--- src/rtl/uhs_pkg.sv ---
`timescale 1ns / 1ps
// ----------------------------------------------------------------------------
// uhs_pkg
// types, event codes and limits of the up/down hh:mm:ss stopwatch
// ----------------------------------------------------------------------------
package uhs_pkg;

	// event codes on the input cmd field
	localparam logic [2:0] CMD_TICK    = 3'd0;
	localparam logic [2:0] CMD_RESET   = 3'd1;
	localparam logic [2:0] CMD_PAUSE   = 3'd2;
	localparam logic [2:0] CMD_RESUME  = 3'd3;
	localparam logic [2:0] CMD_BUTTONS = 3'd4;

	// button bit positions
	localparam int BTN_HDEC = 0;
	localparam int BTN_HINC = 1;
	localparam int BTN_MDEC = 2;
	localparam int BTN_MINC = 3;
	localparam int BTN_SDEC = 4;
	localparam int BTN_SINC = 5;
	localparam int BTN_MODE = 6;

	// time limits
	localparam int HOUR_LIMIT_DEF = 99;
	localparam int HOUR_LIMIT_MAX = 99;
	localparam logic [5:0] MS_MAX = 6'd59;

	// classified operation handed from front to back
	typedef enum logic [2:0] {
		OP_NONE,
		OP_TICK,
		OP_CLEAR,
		OP_PAUSE,
		OP_RESUME,
		OP_BUTTONS
	} op_t;

	typedef struct packed {
		logic [2:0] cmd;
		logic [6:0] buttons;
	} in_item_t;

	typedef struct packed {
		op_t        op;
		logic [6:0] buttons;
	} op_item_t;

	typedef struct packed {
		logic [6:0] hours_now;
		logic [5:0] minutes_now;
		logic [5:0] seconds_now;
		logic       counting_up;
		logic       is_running;
		logic       alarm_on;
	} res_item_t;

endpackage

--- src/rtl/uhs_fifo.sv ---
`timescale 1ns / 1ps
// ----------------------------------------------------------------------------
// uhs_fifo
// two-entry first-in first-out queue with full and empty flags
// ----------------------------------------------------------------------------
module uhs_fifo #(
	parameter int WIDTH = 1
) (
	input  logic             clk,
	input  logic             arst_n,
	input  logic             push,
	input  logic [WIDTH-1:0] wdata,
	output logic             full,
	input  logic             pop,
	output logic [WIDTH-1:0] rdata,
	output logic             empty
);
	localparam int DEPTH = 2;
	localparam int PW    = $clog2(DEPTH);

	logic [WIDTH-1:0] mem_q [DEPTH];
	logic [PW-1:0]    wr_ptr_q;
	logic [PW-1:0]    rd_ptr_q;
	logic [PW:0]      count_q;
	logic             do_push;
	logic             do_pop;

	// flags and handshakes
	assign full    = (count_q == (PW+1)'(DEPTH));
	assign empty   = (count_q == '0);
	assign do_push = push && !full;
	assign do_pop  = pop && !empty;
	assign rdata   = mem_q[rd_ptr_q];

	// pointers and fill count
	always_ff @(posedge clk or negedge arst_n) begin
		if (!arst_n) begin
			wr_ptr_q <= '0;
			rd_ptr_q <= '0;
			count_q  <= '0;
		end else begin
			if (do_push) wr_ptr_q <= wr_ptr_q + PW'(1);
			if (do_pop)  rd_ptr_q <= rd_ptr_q + PW'(1);
			if (do_push && !do_pop) count_q <= count_q + (PW+1)'(1);
			else if (do_pop && !do_push) count_q <= count_q - (PW+1)'(1);
		end
	end

	// entry storage
	always_ff @(posedge clk) begin
		if (do_push) mem_q[wr_ptr_q] <= wdata;
	end

endmodule

--- src/rtl/uhs_front.sv ---
`timescale 1ns / 1ps
// ----------------------------------------------------------------------------
// uhs_front
// accepts event items, decodes the event kind and queues the operation
// ----------------------------------------------------------------------------
module uhs_front (
	input  logic              clk,
	input  logic              arst_n,
	input  logic              push,
	input  uhs_pkg::in_item_t cmd_item,
	output logic              full,
	input  logic              pop,
	output uhs_pkg::op_item_t op_item,
	output logic              empty
);
	import uhs_pkg::*;

	op_item_t                  dec_item;
	logic [$bits(op_item_t)-1:0] q_rdata;

	// event decode, unused codes become a no-op
	always_comb begin
		dec_item.buttons = cmd_item.buttons;
		unique case (cmd_item.cmd)
			CMD_TICK:    dec_item.op = OP_TICK;
			CMD_RESET:   dec_item.op = OP_CLEAR;
			CMD_PAUSE:   dec_item.op = OP_PAUSE;
			CMD_RESUME:  dec_item.op = OP_RESUME;
			CMD_BUTTONS: dec_item.op = OP_BUTTONS;
			default:     dec_item.op = OP_NONE;
		endcase
	end

	// operation queue toward the back end
	uhs_fifo #(
		.WIDTH($bits(op_item_t))
	) u_op_q (
		.clk   (clk),
		.arst_n(arst_n),
		.push  (push),
		.wdata (dec_item),
		.full  (full),
		.pop   (pop),
		.rdata (q_rdata),
		.empty (empty)
	);

	assign op_item = op_item_t'(q_rdata);

endmodule

--- src/rtl/uhs_back.sv ---
`timescale 1ns / 1ps
// ----------------------------------------------------------------------------
// uhs_back
// time and flag state, carry and borrow update, result queue
// ----------------------------------------------------------------------------
module uhs_back #(
	parameter int HOUR_LIMIT = uhs_pkg::HOUR_LIMIT_DEF
) (
	input  logic               clk,
	input  logic               arst_n,
	input  logic               op_empty,
	input  uhs_pkg::op_item_t  op_item,
	output logic               op_pop,
	output uhs_pkg::res_item_t result,
	output logic               empty,
	input  logic               pop
);
	import uhs_pkg::*;

	localparam logic [6:0] HOUR_MAX = 7'(HOUR_LIMIT);

	logic [6:0] hour_q;
	logic [5:0] minute_q;
	logic [5:0] second_q;
	logic       up_q;
	logic       run_q;
	logic       alarm_q;
	logic [6:0] marks_q;

	logic [6:0] h;
	logic [5:0] m;
	logic [5:0] s;
	logic       up;
	logic       run;
	logic       alarm;
	logic [6:0] marks;
	logic [6:0] b;

	res_item_t                    res_next;
	logic                         res_full;
	logic [$bits(res_item_t)-1:0] res_rdata;

	// take an operation whenever the result queue has room
	assign op_pop = !op_empty && !res_full;

	// next state for the operation at the head of the queue
	always_comb begin
		h     = hour_q;
		m     = minute_q;
		s     = second_q;
		up    = up_q;
		run   = run_q;
		alarm = alarm_q;
		marks = marks_q;
		b     = op_item.buttons;
		unique case (op_item.op)
			OP_TICK: begin
				if (run && up) begin
					alarm = 1'b0;
					if (s < MS_MAX) begin
						s = s + 6'd1;
					end else if (m < MS_MAX || h < HOUR_MAX) begin
						s = '0;
						if (m < MS_MAX) begin
							m = m + 6'd1;
						end else begin
							m = '0;
							h = h + 7'd1;
						end
					end
				end else if (run) begin
					if (h == '0 && m == '0 && s == '0) begin
						alarm = 1'b1;
					end else begin
						alarm = 1'b0;
						if (s != '0) begin
							s = s - 6'd1;
						end else begin
							s = MS_MAX;
							if (m != '0) begin
								m = m - 6'd1;
							end else begin
								m = MS_MAX;
								h = h - 7'd1;
							end
						end
					end
				end
			end
			OP_CLEAR: begin
				h     = '0;
				m     = '0;
				s     = '0;
				up    = 1'b1;
				alarm = 1'b0;
			end
			OP_PAUSE:  run = 1'b0;
			OP_RESUME: run = 1'b1;
			OP_BUTTONS: begin
				if (!run) begin
					// hours group
					if (b[BTN_HDEC]) begin
						if (h != '0 && !marks[BTN_HDEC]) begin
							h = h - 7'd1;
							marks[BTN_HDEC] = 1'b1;
						end
					end else if (b[BTN_HINC]) begin
						if (!marks[BTN_HINC]) begin
							if (h < HOUR_MAX) h = h + 7'd1;
							marks[BTN_HINC] = 1'b1;
						end
					end else begin
						marks[BTN_HDEC] = 1'b0;
						marks[BTN_HINC] = 1'b0;
					end
					// minutes group, carry into hours
					if (b[BTN_MDEC]) begin
						if (m != '0 && !marks[BTN_MDEC]) begin
							m = m - 6'd1;
							marks[BTN_MDEC] = 1'b1;
						end
					end else if (b[BTN_MINC]) begin
						if (!marks[BTN_MINC]) begin
							if (m < MS_MAX) begin
								m = m + 6'd1;
							end else if (h < HOUR_MAX) begin
								m = '0;
								h = h + 7'd1;
							end
							marks[BTN_MINC] = 1'b1;
						end
					end else begin
						marks[BTN_MDEC] = 1'b0;
						marks[BTN_MINC] = 1'b0;
					end
					// seconds group, carry through minutes into hours
					if (b[BTN_SDEC]) begin
						if (s != '0 && !marks[BTN_SDEC]) begin
							s = s - 6'd1;
							marks[BTN_SDEC] = 1'b1;
						end
					end else if (b[BTN_SINC]) begin
						if (!marks[BTN_SINC]) begin
							if (s < MS_MAX) begin
								s = s + 6'd1;
							end else if (m < MS_MAX || h < HOUR_MAX) begin
								s = '0;
								if (m < MS_MAX) begin
									m = m + 6'd1;
								end else begin
									m = '0;
									h = h + 7'd1;
								end
							end
							marks[BTN_SINC] = 1'b1;
						end
					end else begin
						marks[BTN_SDEC] = 1'b0;
						marks[BTN_SINC] = 1'b0;
					end
					// direction toggle once per press
					if (b[BTN_MODE]) begin
						if (!marks[BTN_MODE]) begin
							up = !up;
							marks[BTN_MODE] = 1'b1;
						end
					end else begin
						marks[BTN_MODE] = 1'b0;
					end
				end
			end
			default: ;
		endcase
	end

	// state registers
	always_ff @(posedge clk or negedge arst_n) begin
		if (!arst_n) begin
			hour_q   <= '0;
			minute_q <= '0;
			second_q <= '0;
			up_q     <= 1'b1;
			run_q    <= 1'b1;
			alarm_q  <= 1'b0;
			marks_q  <= '0;
		end else if (op_pop) begin
			hour_q   <= h;
			minute_q <= m;
			second_q <= s;
			up_q     <= up;
			run_q    <= run;
			alarm_q  <= alarm;
			marks_q  <= marks;
		end
	end

	// result item built from the updated state
	always_comb begin
		res_next.hours_now   = h;
		res_next.minutes_now = m;
		res_next.seconds_now = s;
		res_next.counting_up = up;
		res_next.is_running  = run;
		res_next.alarm_on    = alarm;
	end

	// result queue toward the consumer
	uhs_fifo #(
		.WIDTH($bits(res_item_t))
	) u_res_q (
		.clk   (clk),
		.arst_n(arst_n),
		.push  (op_pop),
		.wdata (res_next),
		.full  (res_full),
		.pop   (pop),
		.rdata (res_rdata),
		.empty (empty)
	);

	assign result = res_item_t'(res_rdata);

endmodule

--- src/rtl/updown_hms_stopwatch.sv ---
`timescale 1ns / 1ps
// ----------------------------------------------------------------------------
// updown_hms_stopwatch
// up/down hours:minutes:seconds stopwatch and countdown timer
// ----------------------------------------------------------------------------
// Usage:
//   Input queue: drive cmd_item (cmd, buttons) and raise push; the item is
//   taken at a clock edge where push is high and full is low.
//   Result queue: while empty is low, result holds the state after the
//   oldest waiting item; raise pop to take it.
//   Every event item gives exactly one result item, in order.
//   An accepted item passes through the operation queue into the result queue.
//   Throughput: one item per cycle while the result queue has room, set by
//   the combinational back-end update and the hop through the operation queue.
//   When the consumer stalls, up to two results wait in the result queue
//   and two decoded items in the operation queue; full then rises and
//   stays high until results are popped again.
//   Reset (arst_n low): time 00:00:00, counting up, running, alarm and
//   press marks clear, both queues empty.
// ----------------------------------------------------------------------------
module updown_hms_stopwatch #(
	parameter int HOUR_LIMIT = uhs_pkg::HOUR_LIMIT_DEF
) (
	input  logic               clk,
	input  logic               arst_n,
	input  logic               push,
	input  uhs_pkg::in_item_t  cmd_item,
	output logic               full,
	output logic               empty,
	input  logic               pop,
	output uhs_pkg::res_item_t result
);
	import uhs_pkg::*;

	op_item_t op_item;
	logic     op_empty;
	logic     op_pop;

	// decode and queue
	uhs_front u_front (
		.clk     (clk),
		.arst_n  (arst_n),
		.push    (push),
		.cmd_item(cmd_item),
		.full    (full),
		.pop     (op_pop),
		.op_item (op_item),
		.empty   (op_empty)
	);

	// state update and result queue
	uhs_back #(
		.HOUR_LIMIT(HOUR_LIMIT)
	) u_back (
		.clk     (clk),
		.arst_n  (arst_n),
		.op_empty(op_empty),
		.op_item (op_item),
		.op_pop  (op_pop),
		.result  (result),
		.empty   (empty),
		.pop     (pop)
	);

endmodule

--- config.mk ---
export PLATFORM = sky130hd
export DESIGN_NAME = updown_hms_stopwatch
export DESIGN_NICKNAME = d
export VERILOG_FILES = /design/src/rtl/uhs_pkg.sv /design/src/rtl/uhs_fifo.sv /design/src/rtl/uhs_front.sv /design/src/rtl/uhs_back.sv /design/src/rtl/updown_hms_stopwatch.sv
export SDC_FILE = /design/constraint.sdc
export NUM_CORES = 1
export LEC_CHECK = 0
export BUFFER_PORTS_ARGS = -buffer_cell sky130_fd_sc_hd__buf_2
export CORE_ASPECT_RATIO = 1.2
export CORE_MARGIN = 10
export CORE_UTILIZATION = 57
export DETAILED_ROUTE_END_ITERATION = 10
export HOLD_SLACK_MARGIN = 0.05
export PLACE_DENSITY_LB_ADDON = 0.08
export SETUP_SLACK_MARGIN = 0.2
export SYNTH_ARGS = -nofsm -noshare
export SYNTH_HDL_FRONTEND = slang
export SYNTH_SLANG_ARGS = --single-unit
--- constraint.sdc ---
create_clock -name clk -period 4.07 [get_ports clk]
set_input_delay 0.2035 -clock clk [delete_from_list [all_inputs] [get_ports clk]]
set_output_delay 0.2035 -clock clk [all_outputs]
set_load 0.01 [all_outputs]
==> results.md, run 1 <==
* Worst r2r src: u_back.hour_q[2]
* Final instance area at between 0.009 and 0.01 sq mm
* Gr busiest metal: met2
* Max clock buf depth at 2
* Vias per cell at roughly 7.0
* Max Cap Viol at 0
* Drt pass-1 iters at 6
* Post-DRT Antenna Nets at 0
* GP Congestion at 0.976
* Core area at between 0.01 and 0.015 sq mm
* # IOs at 38
* Worst-margin pin slew at roughly 1.2 ns
* Max Clock Freq at approximately 0.24 GHz
* Fin Hold WS at approximately 0.057 ns
* Routed WL per cell at approximately 25 microns
* Layout cell share with drive strength beyond 1 at 0.323
* Reg-to-reg critical path endpoint: u_back.hour_q[5]
* HPWL Detailed at around 20000 microns
* P_sw at about 4.6 mW
* Clock network fraction of total power at 0.100
* GR Util met3 at 0.0749
* Post-Place Worst Slack at -0.167 ns
* Comb power frac at 0.672
* Status: finished with violations
* RSZ-0062 raised after global routing: yes
* Mux cell area share after synthesis at 0.0673
* Met1 Usage GRT at 0.351
* Sequential area share after synthesis at 0.372
* Layout Skew at ~0.012 ns
* Initial antenna violation count at 0
* Net Sw Frac at 0.496
* CP arrival at 4.37 ns
* # fillers at ~910
* Initial drt markers at 1216
* Predominant post-synthesis flop cell: edfxtp_1
* Area Growth Syn to Fin at 27.2%
* Setup slack after layout at -0.0415 ns
* Gr usage total at 0.291
* Post-DP Area at ~0.0086 sq mm
* DIE HEIGHT at around 150 microns
* Sequential Power Share at 0.228
* Xor/xnor share of the synthesized area at 0.0309
* Max-slew headroom at 0.229
* CP Launch Type: flop
* Placed cell count at roughly 1100
* Die Width at between 100 and 150 microns
* M2 GR Usage at 0.472
* Nets at 1022
* Ys Warns at 0
* Mapped Area at approximately 0.0077 sq mm
* Commonest non-fill, non-tap cell in the layout: buf_4
* Power Density at between 900 and 1000 mW/mm^2
* Largest family of logic cells by synthesized area: compound AO/OA/AOI/OAI gates
* #FFs+latches synth at about 100
* Cell Int Power at about 4.6 mW
* Post-synthesis compound-gate area fraction at 0.255
* Post-Synth Simple-Gate Area at 0.216
* Pin count of the biggest net entering global routing at 38
* Crit. End Element: flop
* Initial core utilization at 0.582
* Most frequent cells in the layout: buf_4, nand2_1, nor2_1, edfxtp_1, o21ai_0
* Path type of the worst setup path: reg2reg
* Async set or reset register ratio after synthesis at 0.366
* Vias in the first global route at between 7000 and 8000
* Clock Pin Slew Worst Setup and Hold Paths at around 0.080 ns
* Avg Cell Area, Syn at approximately 9 sq um
* Drt drc at 0
* Peak supply drop at ~0.00056 V
* Via count at a little over 8000
* Row cnt at 46
* Setup tns final at -0.120 ns
* Endpoints failing hold at 0
* WL final at ~29000 microns
* Clock root buffer master: clkbuf_16
* Diode count at 0
* Syn_nets at 891
* PortBufs at 37
* Skew-Pair Late Insertion Delay at 0.37 ns
* Die area at between 0.015 and 0.02 sq mm
* Number of synthesized flops with an enable pin at 64
* Number of CTS-inserted buffers at 9
* R2R cell count at 17
* Final Setup Violations at 5
* Final Critical Period at 4.11 ns
* Total gr overflow at 0
* Post-Synthesis Cells at roughly 860
* Finished Layout Cells at approximately 1200
* Final period util at 1.01
* Synth unique cells at 99
* First-pass GRT wire length at between 40000 and 50000 microns
* CTS Sinks at 101
* Failing checks: setup timing
* H-tree depth at 3
* Max-slew violation count at 0
* Reg2Reg Setup Slack at -0.04 ns
* Critical-path maximum fanout at 3
* WP data required at ~4.3 ns
* CTS tree: yes
* Synth Area in Adders at 0.0212
* Leak at between 3 and 4 nW
* Hold Crit Class: in2async
==> sequential cells by signal, indices dropped and copies added (netlist names) <==
signal / flops
u_back.alarm_q: 1
u_back.run_q: 1
u_back.second_q: 6
u_back.u_res_q.wr_ptr_q: 1
u_front.u_op_q.mem_q: 20
u_back.up_q: 1
u_back.minute_q: 6
u_front.u_op_q.rd_ptr_q: 1
u_back.marks_q: 7
u_back.u_res_q.count_q: 2
u_front.u_op_q.count_q: 2
u_back.hour_q: 7
u_back.u_res_q.mem_q: 44
u_front.u_op_q.wr_ptr_q: 1
u_back.u_res_q.rd_ptr_q: 1
==> per-stage QoR <==
| step | util | total power, mW |
|---|---|---|
| 2_1_floorplan | - | 5.38 |
| 3_3_place_gp | 0.653 | 7.14 |
| 3_5_place_dp | 0.653 | 7.29 |
| 4_1_cts | 0.699 | 8.45 |
| 5_1_grt | 0.740 | 9.60 |
| 6_report | 0.740 | 9.18 |
==> worst max-delay path by stage <==
stage | startpoint | to | slack (ns)
after floorplan | u_back.minute_q[0] | u_back.u_res_q.mem_q[0][13] | 0.20
after global placement | u_back.hour_q[2] | u_back.u_res_q.mem_q[1][12] | -0.21
after detailed placement | u_back.hour_q[2] | u_back.u_res_q.mem_q[0][12] | -0.17
after CTS | u_back.hour_q[0] | u_back.u_res_q.mem_q[1][19] | 0.16
after global routing | u_back.hour_q[1] | u_back.u_res_q.mem_q[1][17] | -0.17
final | u_back.hour_q[2] | u_back.hour_q[5] | -0.04
==> cell type report <==
class | instances | area [sq um] | share of cell area
Sequential cell | 101 | 2860 | 0.293
Clock buffer | 11 | 254 | 0.0260
Tap cell | 168 | 210 | 0.0216
Inverter | 21 | 83.8 | 0.00860
Timing Repair Buffer | 171 | 1280 | 0.131
Clock inverter | 5 | 51.3 | 0.00526
Multi-Input combinational cell | 691 | 5020 | 0.515
==> layer usage <==
| layer | vias to the layer above | routed length, microns |
|---|---|---|
| met4 | 0 | 1700 |
| met5 | - | 0 |
| li1 | 3544 | - |
| met2 | 635 | 13300 |
| met3 | 176 | 3160 |
| met1 | 3863 | 10700 |
==> critical path, cell delays in order (launching register included) <==
cell and delay (ns):
dfrtp_2 0.44, buf_12 0.14, or4_4 0.55, buf_4 0.17, nor2_2 0.10, o221a_1 0.25
o211a_4 0.21, a21oi_4 0.06, a32oi_1 0.21, o211ai_2 0.13, ha_2 0.22, buf_4 0.14
nor3_2 0.22, buf_4 0.19, nor3_4 0.05, and4b_1 0.20, o41a_1 0.43, o21ai_2 0.28
==> cells in the mapped netlist, types with 5 or more instances <==
library cell	instances	area share
nand2_1	103	0.050
nor2_1	82	0.040
o21ai_0	65	0.042
edfxtp_1	64	0.25
a21oi_1	48	0.031
clkbuf_1	35	0.017
dfrtp_1	35	0.11
mux2_2	31	0.046
nor3_1	26	0.017
a31oi_1	22	0.018
inv_1	21	0.010
nand3_1	21	0.014
xnor2_1	19	0.022
ha_1	13	0.021
mux2i_1	13	0.017
nand2b_1	13	0.011
o211ai_1	13	0.013
and2_1	12	0.0098
nand4_1	12	0.0098
a211oi_1	9	0.0088
and3_1	9	0.0073
o22ai_1	9	0.0073
buf_2	8	0.0052
xor2_1	8	0.0091
a22oi_1	7	0.0069
nor4_1	7	0.0057
o21ai_1	7	0.0046
a211o_1	6	0.0069
buf_1	6	0.0029
o31ai_1	6	0.0059
a221oi_1	5	0.0057
a41oi_1	5	0.0057
==> power groups by stage <==
stage	Clock, mW	Sequential [mW]	Combinational [mW]
after floorplan	0	1.89	3.49
after global placement	0	2.06	5.08
after detailed placement	0	2.09	5.19
after CTS	0.906	2.09	5.46
after global routing	0.943	2.13	6.52
final	0.916	2.09	6.17
==> cell families after synthesis <==
| logic type | Yosys count |
|---|---|
| flip-flops | 101 |
| adder cells (fa/ha/maj) | 13 |
| AO/OA/AOI/OAI | 276 |
| AND/OR/NAND/NOR | 329 |
| multiplexers | 46 |
| XOR/XNOR | 27 |
| buffers and inverters | 72 |
==> what timing repair did <==
action | 4_1_cts | 5_1_grt
buffers inserted | 11 | 24
hold buffers | 7 | 0
endpoints found under the setup margin | 55 | 57
endpoints found under the hold margin | 14 | 0
gates cloned | 0 | 0
resized for setup | 35 | 62
pin swaps | 12 | 39
(Power assumes the default switching activity.)
==> inputs of run 2 (changes only) <==
--- a/config.mk
+++ b/config.mk
@@ -15,4 +15,5 @@
 export SETUP_SLACK_MARGIN = 0.2
 export SYNTH_ARGS = -nofsm -noshare
 export SYNTH_HDL_FRONTEND = slang
+export SYNTH_HIERARCHICAL = 1
 export SYNTH_SLANG_ARGS = --single-unit
==> results.md, run 2 <==
* Met1 wire length at 10000 microns (was 10700 microns)
* Number of CTS-inserted buffers at 9 (unchanged)
* Core area at 0.0131 sq mm (was 0.0132 sq mm)
* Initial antenna violation count at 0 (unchanged)
* # fillers at 1019 (was 905)
* Sequential area share after synthesis at 0.377 (was 0.372)
* GP Congestion at 1.00 (was 0.976)
* Synth unique cells at 102 (was 99)
* Worst-margin pin slew at 1.07 ns (was 1.15 ns)
* Most frequent cells in the layout: buf_4, nand2_1, nor2_1, a21oi_1, edfxtp_1 (was buf_4, nand2_1, nor2_1, edfxtp_1, o21ai_0)
* Layout Skew at 0.0141 ns (was 0.0118 ns)
* Synth top area share at 0.254 (was 0.251)
* First-pass GRT wire length at 39900 microns (was 43400 microns)
* Area Growth Syn to Fin at 21.0% (was 27.2%)
* Endpoints failing hold at 0 (unchanged)
* Critical path's largest stage delay at 0.47 ns (was 0.55 ns)
* DR WL met3 at 2890 microns (was 3160 microns)
* Final period util at 0.949 (was 1.01)
* Initial drt markers at 1116 (was 1216)
* Max Clock Freq at 0.259 GHz (was 0.243 GHz)
* Total gr overflow at 0 (unchanged)
* Top flop regs: u_back/u_res_q/mem_q (44), u_front/u_op_q/mem_q (20) (was u_back.u_res_q.mem_q (44), u_front.u_op_q.mem_q (20))
* Nets at 956 (was 1022)
* # IOs at 38 (unchanged)
* Drt pass-1 iters at 6 (unchanged)
* #FFs+latches synth at 101 (unchanged)
* Drt drc at 0 (unchanged)
* Max-slew headroom at 0.285 (was 0.229)
* Clock Pin Slew Worst Setup and Hold Paths at 0.08 ns (about the same)
* Skew-Pair Late Insertion Delay at 0.36 ns (was 0.37 ns)
* Worst Path Buf+Inv at 1 (was 4)
* RSZ-0062 raised after global routing: yes (unchanged)
* Ys Warns at 6 (was 0)
* WL met2 at 12000 microns (was 13300 microns)
* Power Density at 891 mW/mm^2 (was 941 mW/mm^2)
* Critical-path maximum fanout at 7 (was 3)
* Top cells by count, synth: nand2_1, nor2_1, a21oi_1, edfxtp_1, o21ai_0 (was nand2_1, nor2_1, o21ai_0, edfxtp_1, a21oi_1)
* Crit. End Element: flop (unchanged)
* Leak at 3.44 nW (was 3.72 nW)
* Max reg flops at 44 (unchanged)
* Max Cap Viol at 0 (unchanged)
* WL final at 25900 microns (was 28800 microns)
* Mapped Area at 0.00756 sq mm (was 0.00766 sq mm)
* Die area at 0.0183 sq mm (was 0.0185 sq mm)
* Diode count at 0 (unchanged)
* HPWL Detailed at 18800 microns (was 19900 microns)
* Top cell family by delay on the critical path: simple AND/OR/NAND/NOR gates (was compound AO/OA/AOI/OAI gates)
* CP arrival at 4.03 ns (was 4.37 ns)
* Layout cell share with drive strength beyond 1 at 0.286 (was 0.323)
* Avg Cell Area, Syn at 8.98 sq um (was 8.87 sq um)
* CTS tree: yes (unchanged)
* Final Critical Period at 3.86 ns (was 4.11 ns)
* Async set or reset register ratio after synthesis at 0.366 (unchanged)
* CTS Sinks at 101 (unchanged)
* Vias per cell at 6.94 (was 7.04)
* Clock root buffer master: clkbuf_16 (unchanged)
* Vias in the first global route at 7050 (was 7799)
* Slowest-stage cell, CP: or4b_4 (was or4_4)
* Die Width at 125 microns (was 126 microns)
* Fin Hold WS at 0.130 ns (was 0.0566 ns)
* Crit-path cells: mux2_4 > or4b_4 > or4_4 > and3_4 > nor2_8 > o21ai_4 > o41a_1 > inv_2 > ha_4 > o211ai_4 > nor3_4 > o211ai_1 > a221oi_2 (was buf_12 > or4_4 > buf_4 > nor2_2 > o221a_1 > o211a_4 > a21oi_4 > a32oi_1 > o211ai_2 > ha_2 > buf_4 > nor3_2 > buf_4 > nor3_4 > and4b_1 > o41a_1 > o21ai_2)
* Commonest non-fill, non-tap cell in the layout: buf_4 (unchanged)
* DIE HEIGHT at 146 microns (was 147 microns)
* Syn_nets at 869 (was 891)
* Routed WL per cell at 23.5 microns (was 24.6 microns)
* Number of synthesized flops with an enable pin at 64 (unchanged)
* Peak supply drop at 0.000520 V (was 0.000557 V)
* Initial core utilization at 0.576 (was 0.582)
* Power Total at 8.15 mW (was 9.18 mW)
* Path type of the worst setup path: reg2reg (unchanged)
* Max-slew violation count at 0 (unchanged)
* Post-Synthesis Cells at 842 (was 864)
* Gr usage total at 0.268 (was 0.291)
* Via count at 7647 (was 8218)
* Final Setup Violations at 0 (was 5)
* WP data required at 4.23 ns (was 4.32 ns)
* Top cells by area, synth: edfxtp_1, dfrtp_1, a21oi_1 (was edfxtp_1, dfrtp_1, nand2_1)
* CP Launch Type: flop (unchanged)
* H-tree depth at 3 (unchanged)
* PortBufs at 37 (unchanged)
* Post-DRT Antenna Nets at 0 (unchanged)
* Row cnt at 46 (unchanged)
* Hold Crit Class: in2reg (was in2async)
* Area leader, netlist: edfxtp_1 (unchanged)
* Top routing layer in use: met5 (was met4)
* Top-count cell post-synth: nand2_1 (unchanged)
* Predominant post-synthesis flop cell: edfxtp_1 (unchanged)
* Status: complete, no violations (was finished with violations)
* Pin count of the biggest net entering global routing at 38 (unchanged)
* Largest Register: u_back/u_res_q/mem_q (was u_back.u_res_q.mem_q)
* Max clock buf depth at 2 (unchanged)
run 2: stage by stage:
stage	setup WS [ns]	utilization	instances	cell area (sq um)	setup TNS (ns)
after floorplan	0.227	-	842	7610	0
after global placement	0.0748	0.635	1069	8330	0
after detailed placement	-0.0588	0.635	1069	8330	-0.0588
after CTS	0.164	0.671	1094	8800	0
after global routing	0.0725	0.697	1102	9150	0
final	0.209	0.697	1102	9150	0
run 2: timing repair:
item,4_1_cts,5_1_grt
buffers inserted,1,7
pin swaps,1,19
gates cloned,0,1
resized for setup,14,63
hold buffers,8,0
setup endpoints to repair,42,56
hold endpoints to repair,16,0
run 2: worst register-to-register path: stages (launching register included):
cell      delay (ns)
dfrtp_1         0.42
mux2_4          0.24
or4b_4          0.47
or4_4           0.44
and3_4          0.20
nor2_8          0.13
o21ai_4         0.08
o41a_1          0.42
inv_2           0.09
ha_4            0.21
o211ai_4        0.13
nor3_4          0.32
o211ai_1        0.18
a221oi_2        0.34
run 2: metal layers:
metal	GRT usage	up-vias
met3	0.0561	74
met5	0	-
met4	0.108	2
met2	0.418	538
met1	0.354	3633
li1	-	3400
run 2: area by class of cell:
cell class	instances	area [sq um]	share of cell area
sequential	101	2850	0.312
inverter	24	95.1	0.0104
tap	168	210	0.0230
multi-input combinational	664	4780	0.522
timing repair buffer	129	896	0.0979
clock inverter	5	62.6	0.00684
clock buffer	11	253	0.0276
run 2: power by group:
group          total [mW]  leakage, nW  internal, mW  switching, mW
registers            2.14         1.04          1.72          0.422
clock network       0.925        0.157         0.518          0.407
logic                5.09         2.24          2.00           3.09
run 2: final timing paths:
| kind | start | end | slack (ns) | cells after the start |
|---|---|---|---|---|
| worst max-delay path | u_front/u_op_q/rd_ptr_q | u_back/u_res_q/mem_q[1][6] | 0.21 | 13 |
| worst min-delay path | push | u_front/u_op_q/wr_ptr_q | 0.13 | 3 |
| worst max register to register | u_front/u_op_q/rd_ptr_q | u_back/u_res_q/mem_q[1][6] | 0.21 | 13 |
| worst min register to register | u_back/marks_q[6] | u_back/marks_q[6] | 0.49 | 2 |
| max in group asynchronous | arst_n | u_back/hour_q[2] | 2.77 | 2 |
| min in group asynchronous | arst_n | u_back/hour_q[1] | 0.57 | 2 |
run 2: logic make-up after synthesis:
group                    share of synthesized area
XOR/XNOR                                    0.0252
adder cells (fa/ha/maj)                     0.0228
multiplexers                                0.0632
AND/OR/NAND/NOR                              0.202
AO/OA/AOI/OAI                                0.266
buffers and inverters                       0.0439
flip-flops                                   0.377
==> inputs of run 3 (changes only) <==
--- a/config.mk
+++ b/config.mk
@@ -5,6 +5,7 @@
 export SDC_FILE = /design/constraint.sdc
 export NUM_CORES = 1
 export LEC_CHECK = 0
+export ABC_AREA = 1
 export BUFFER_PORTS_ARGS = -buffer_cell sky130_fd_sc_hd__buf_2
 export CORE_ASPECT_RATIO = 1.2
 export CORE_MARGIN = 10
==> results.md, run 3 <==
* Status: complete, no violations (unchanged)
* R2R cell count at 21 (was 13)
* Gr busiest metal: met2 (unchanged)
* Initial drt markers at 718 (was 1116)
* Nets at 1113 (was 956)
* Area leader, netlist: edfxtp_1 (unchanged)
* Initial core utilization at 0.581 (was 0.576)
* Reg2Reg Setup Slack at 0.40 ns (was 0.21 ns)
* Via count at 7157 (was 7647)
* Crit-path cells: buf_4 > ha_2 > nand3_1 > o21ai_1 > nand2_1 > o21ai_1 > nand2_2 > nand2_1 > inv_2 > nand3_2 > nand2_1 > nand2_1 > a22oi_2 > ha_2 > a21oi_2 > nor2_8 > nand2_4 > o21ai_1 > o21ai_1 > nand3_1 > buf_4 (was mux2_4 > or4b_4 > or4_4 > and3_4 > nor2_8 > o21ai_4 > o41a_1 > inv_2 > ha_4 > o211ai_4 > nor3_4 > o211ai_1 > a221oi_2)
* Layout cell share with drive strength beyond 1 at 0.180 (was 0.286)
* Die area at 0.0179 sq mm (was 0.0183 sq mm)
* Post-DP Area at 0.00777 sq mm (was 0.00833 sq mm)
* Critical-path maximum fanout at 6 (was 7)
* Routed WL per cell at 16.5 microns (was 23.5 microns)
* Clock root buffer master: clkbuf_16 (unchanged)
* Top flop regs: u_back/u_res_q/mem_q (44), u_front/u_op_q/mem_q (20) (unchanged)
* Diode count at 0 (unchanged)
* Die Width at 124 microns (was 125 microns)
* Area Growth Syn to Fin at 13.6% (was 21.0%)
* #FFs+latches synth at 101 (unchanged)
* M2 GR Usage at 0.360 (was 0.418)
* Setup tns final at 0 ns (unchanged)
* Hold Startpoint: pop (was push)
* WP data required at 4.19 ns (was 4.23 ns)
* Ys Warns at 6 (unchanged)
* Endpoints failing hold at 0 (unchanged)
* Sequential area share after synthesis at 0.387 (was 0.377)
* Met1 Usage GRT at 0.315 (was 0.354)
* Final Critical Period at 3.67 ns (was 3.86 ns)
* Final instance area at 0.00836 sq mm (was 0.00915 sq mm)
* Avg Cell Area, Syn at 7.16 sq um (was 8.98 sq um)
* Worst Path Buf+Inv at 3 (was 1)
* PortBufs at 37 (unchanged)
* Max clock buf depth at 2 (unchanged)
* Reg-to-reg critical path endpoint: u_back/u_res_q/mem_q[0][20] (was u_back/u_res_q/mem_q[1][6])
* Worst r2r src: u_back/hour_q[0] (was u_front/u_op_q/rd_ptr_q)
* Drt drc at 0 (unchanged)
* CTS Sinks at 101 (unchanged)
* Most frequent cells in the layout: nand2_1, inv_1, nand3_1, o21ai_0, edfxtp_1 (was buf_4, nand2_1, nor2_1, a21oi_1, edfxtp_1)
* Slowest-stage cell, CP: dfrtp_1 (was or4b_4)
* Post-DRT Antenna Nets at 0 (unchanged)
* Setup crit start: u_back/hour_q[0] (was u_front/u_op_q/rd_ptr_q)
* GR Util met3 at 0.0542 (was 0.0561)
* Max Clock Freq at 0.273 GHz (was 0.259 GHz)
* Drt pass-1 iters at 8 (was 6)
* CTS tree: yes (unchanged)
* Gr usage total at 0.233 (was 0.268)
* Layout Skew at 0.00920 ns (was 0.0141 ns)
* Total gr overflow at 0 (unchanged)
* Synth top area share at 0.261 (was 0.254)
* Commonest non-fill, non-tap cell in the layout: nand2_1 (was buf_4)
* Skew-Pair Late Insertion Delay at 0.36 ns (about the same)
* RSZ-0062 raised after global routing: no (was yes)
* CP Depth at 21 (was 13)
* Async set or reset register ratio after synthesis at 0.366 (unchanged)
* Max Cap Viol at 0 (unchanged)
* Top cell family by delay on the critical path: compound AO/OA/AOI/OAI gates (was simple AND/OR/NAND/NOR gates)
* Peak supply drop at 0.000553 V (was 0.000520 V)
* Final period util at 0.902 (was 0.949)
* # fillers at 1131 (was 1019)
* Number of CTS-inserted buffers at 9 (unchanged)
* # IOs at 38 (unchanged)
* Predominant post-synthesis flop cell: edfxtp_1 (unchanged)
* GP Congestion at 1.02 (was 1.00)
* Clock Pin Slew Worst Setup and Hold Paths at 0.07 ns (was 0.08 ns)
* CP arrival at 3.78 ns (was 4.03 ns)
* Initial antenna violation count at 0 (unchanged)
* Worst-margin pin slew at 0.973 ns (was 1.07 ns)
* Leak at 3.91 nW (was 3.44 nW)
* Mapped Area at 0.00736 sq mm (was 0.00756 sq mm)
* Top cells by area, synth: edfxtp_1, nand2_1, dfrtp_1 (was edfxtp_1, dfrtp_1, a21oi_1)
* Vias in the first global route at 6284 (was 7050)
* Vias per cell at 5.70 (was 6.94)
* Number of synthesized flops with an enable pin at 64 (unchanged)
* Top cells by count, synth: nand2_1, inv_1, nand3_1, nor2_1, o21ai_0 (was nand2_1, nor2_1, a21oi_1, edfxtp_1, o21ai_0)
* Max-slew violation count at 0 (unchanged)
* First-pass GRT wire length at 32900 microns (was 39900 microns)
* Path type of the worst setup path: reg2reg (unchanged)
* WL final at 20700 microns (was 25900 microns)
* Core area at 0.0127 sq mm (was 0.0131 sq mm)
* Post-Synthesis Cells at 1027 (was 842)
* Synth unique cells at 46 (was 102)
* CP Launch Type: flop (unchanged)
* DIE HEIGHT at 144 microns (was 146 microns)
* Max reg flops at 44 (unchanged)
* Final Setup Violations at 0 (unchanged)
* Top-count cell post-synth: nand2_1 (unchanged)
* Crit. End Element: flop (unchanged)
* Max-slew headroom at 0.351 (was 0.285)
* Crit path to: u_back/u_res_q/mem_q[0][20] (was u_back/u_res_q/mem_q[1][6])
* Power Density at 912 mW/mm^2 (was 891 mW/mm^2)
* Largest Register: u_back/u_res_q/mem_q (unchanged)
* Critical path's largest stage delay at 0.37 ns (was 0.47 ns)
* H-tree depth at 3 (unchanged)
* HPWL Detailed at 15300 microns (was 18800 microns)
* Syn_nets at 1054 (was 869)
* Row cnt at 45 (was 46)
* Pin count of the biggest net entering global routing at 41 (was 38)
* Hold Crit Class: in2reg (unchanged)
## run 3: kinds of logic after synthesis
logic type	synth area share
AND/OR/NAND/NOR	0.346
adder cells (fa/ha/maj)	0.0221
buffers and inverters	0.0845
AO/OA/AOI/OAI	0.143
XOR/XNOR	0.0167
flip-flops	0.387
## run 3: stage by stage
| step | hold slack, ns | total power [mW] | utilization | setup slack, ns | instances |
|---|---|---|---|---|---|
| 2_1_floorplan | -0.0921 | 5.17 | - | 0.697 | 1027 |
| 6_report | 0.101 | 7.62 | 0.660 | 0.401 | 1255 |
| 3_3_place_gp | 0.391 | 6.45 | 0.613 | 0.203 | 1216 |
| 3_5_place_dp | 0.395 | 6.45 | 0.613 | 0.193 | 1216 |
| 4_1_cts | 0.0862 | 7.40 | 0.645 | 0.204 | 1240 |
| 5_1_grt | 0.103 | 8.28 | 0.660 | 0.159 | 1255 |
## run 3: per-layer routing
| layer | vias up | part of all wire | wire length, microns |
|---|---|---|---|
| met3 | 33 | 0.10 | 2100 |
| li1 | 3523 | - | - |
| met2 | 337 | 0.46 | 9510 |
| met5 | - | 0 | 0 |
| met1 | 3264 | 0.42 | 8740 |
| met4 | 0 | 0.018 | 363 |
## run 3: how the worst min path moves through the flow
stage	slack, ns	endpoint	cells after the start
after global routing	0.10	u_back/u_res_q/rd_ptr_q	3
after detailed placement	0.39	u_front/u_op_q/mem_q[1][2]	1
after floorplan	-0.09	u_back/alarm_q	0
after global placement	0.39	u_front/u_op_q/mem_q[0][6]	1
final	0.10	u_back/u_res_q/rd_ptr_q	3
after CTS	0.09	u_back/u_res_q/rd_ptr_q	3
## run 3: repair_timing
item	4_1_cts	5_1_grt
gates resized for setup	3	22
setup endpoints to repair	7	57
hold buffers	8	0
pin swaps	0	11
hold endpoints to repair	38	0
gates cloned	0	1
setup buffers	0	14
## run 3: report_power, final
part / switching (mW) / total, mW / internal [mW]
registers: 0.336 / 2.03 / 1.69
logic: 3.14 / 4.68 / 1.54
clock network: 0.396 / 0.913 / 0.517
total: 3.87 / 7.62 / 3.75
## run 3: worst register-to-register path: stages, from the launching register on
cell     delay (ns)
dfrtp_1        0.37
buf_4          0.19
ha_2           0.28
nand3_1        0.12
o21ai_1        0.22
nand2_1        0.15
o21ai_1        0.19
nand2_2        0.10
nand2_1        0.09
inv_2          0.06
nand3_2        0.10
nand2_1        0.08
nand2_1        0.08
a22oi_2        0.07
ha_2           0.23
a21oi_2        0.23
nor2_8         0.09
nand2_4        0.12
o21ai_1        0.12
o21ai_1        0.27
nand3_1        0.13
buf_4          0.15
## run 3: cell type report
cell class              instances  area, sq um  share of cell area
inverters                     113          428              0.0512
repair buffers                 88          588              0.0703
repair inverters                1         5.00            0.000599
flip-flops and latches        101         2860               0.342
clock inverters                 5         66.3             0.00793
clock buffers                  11          253              0.0302
well taps                     164          205              0.0245
multi-input cells             772         3960               0.474
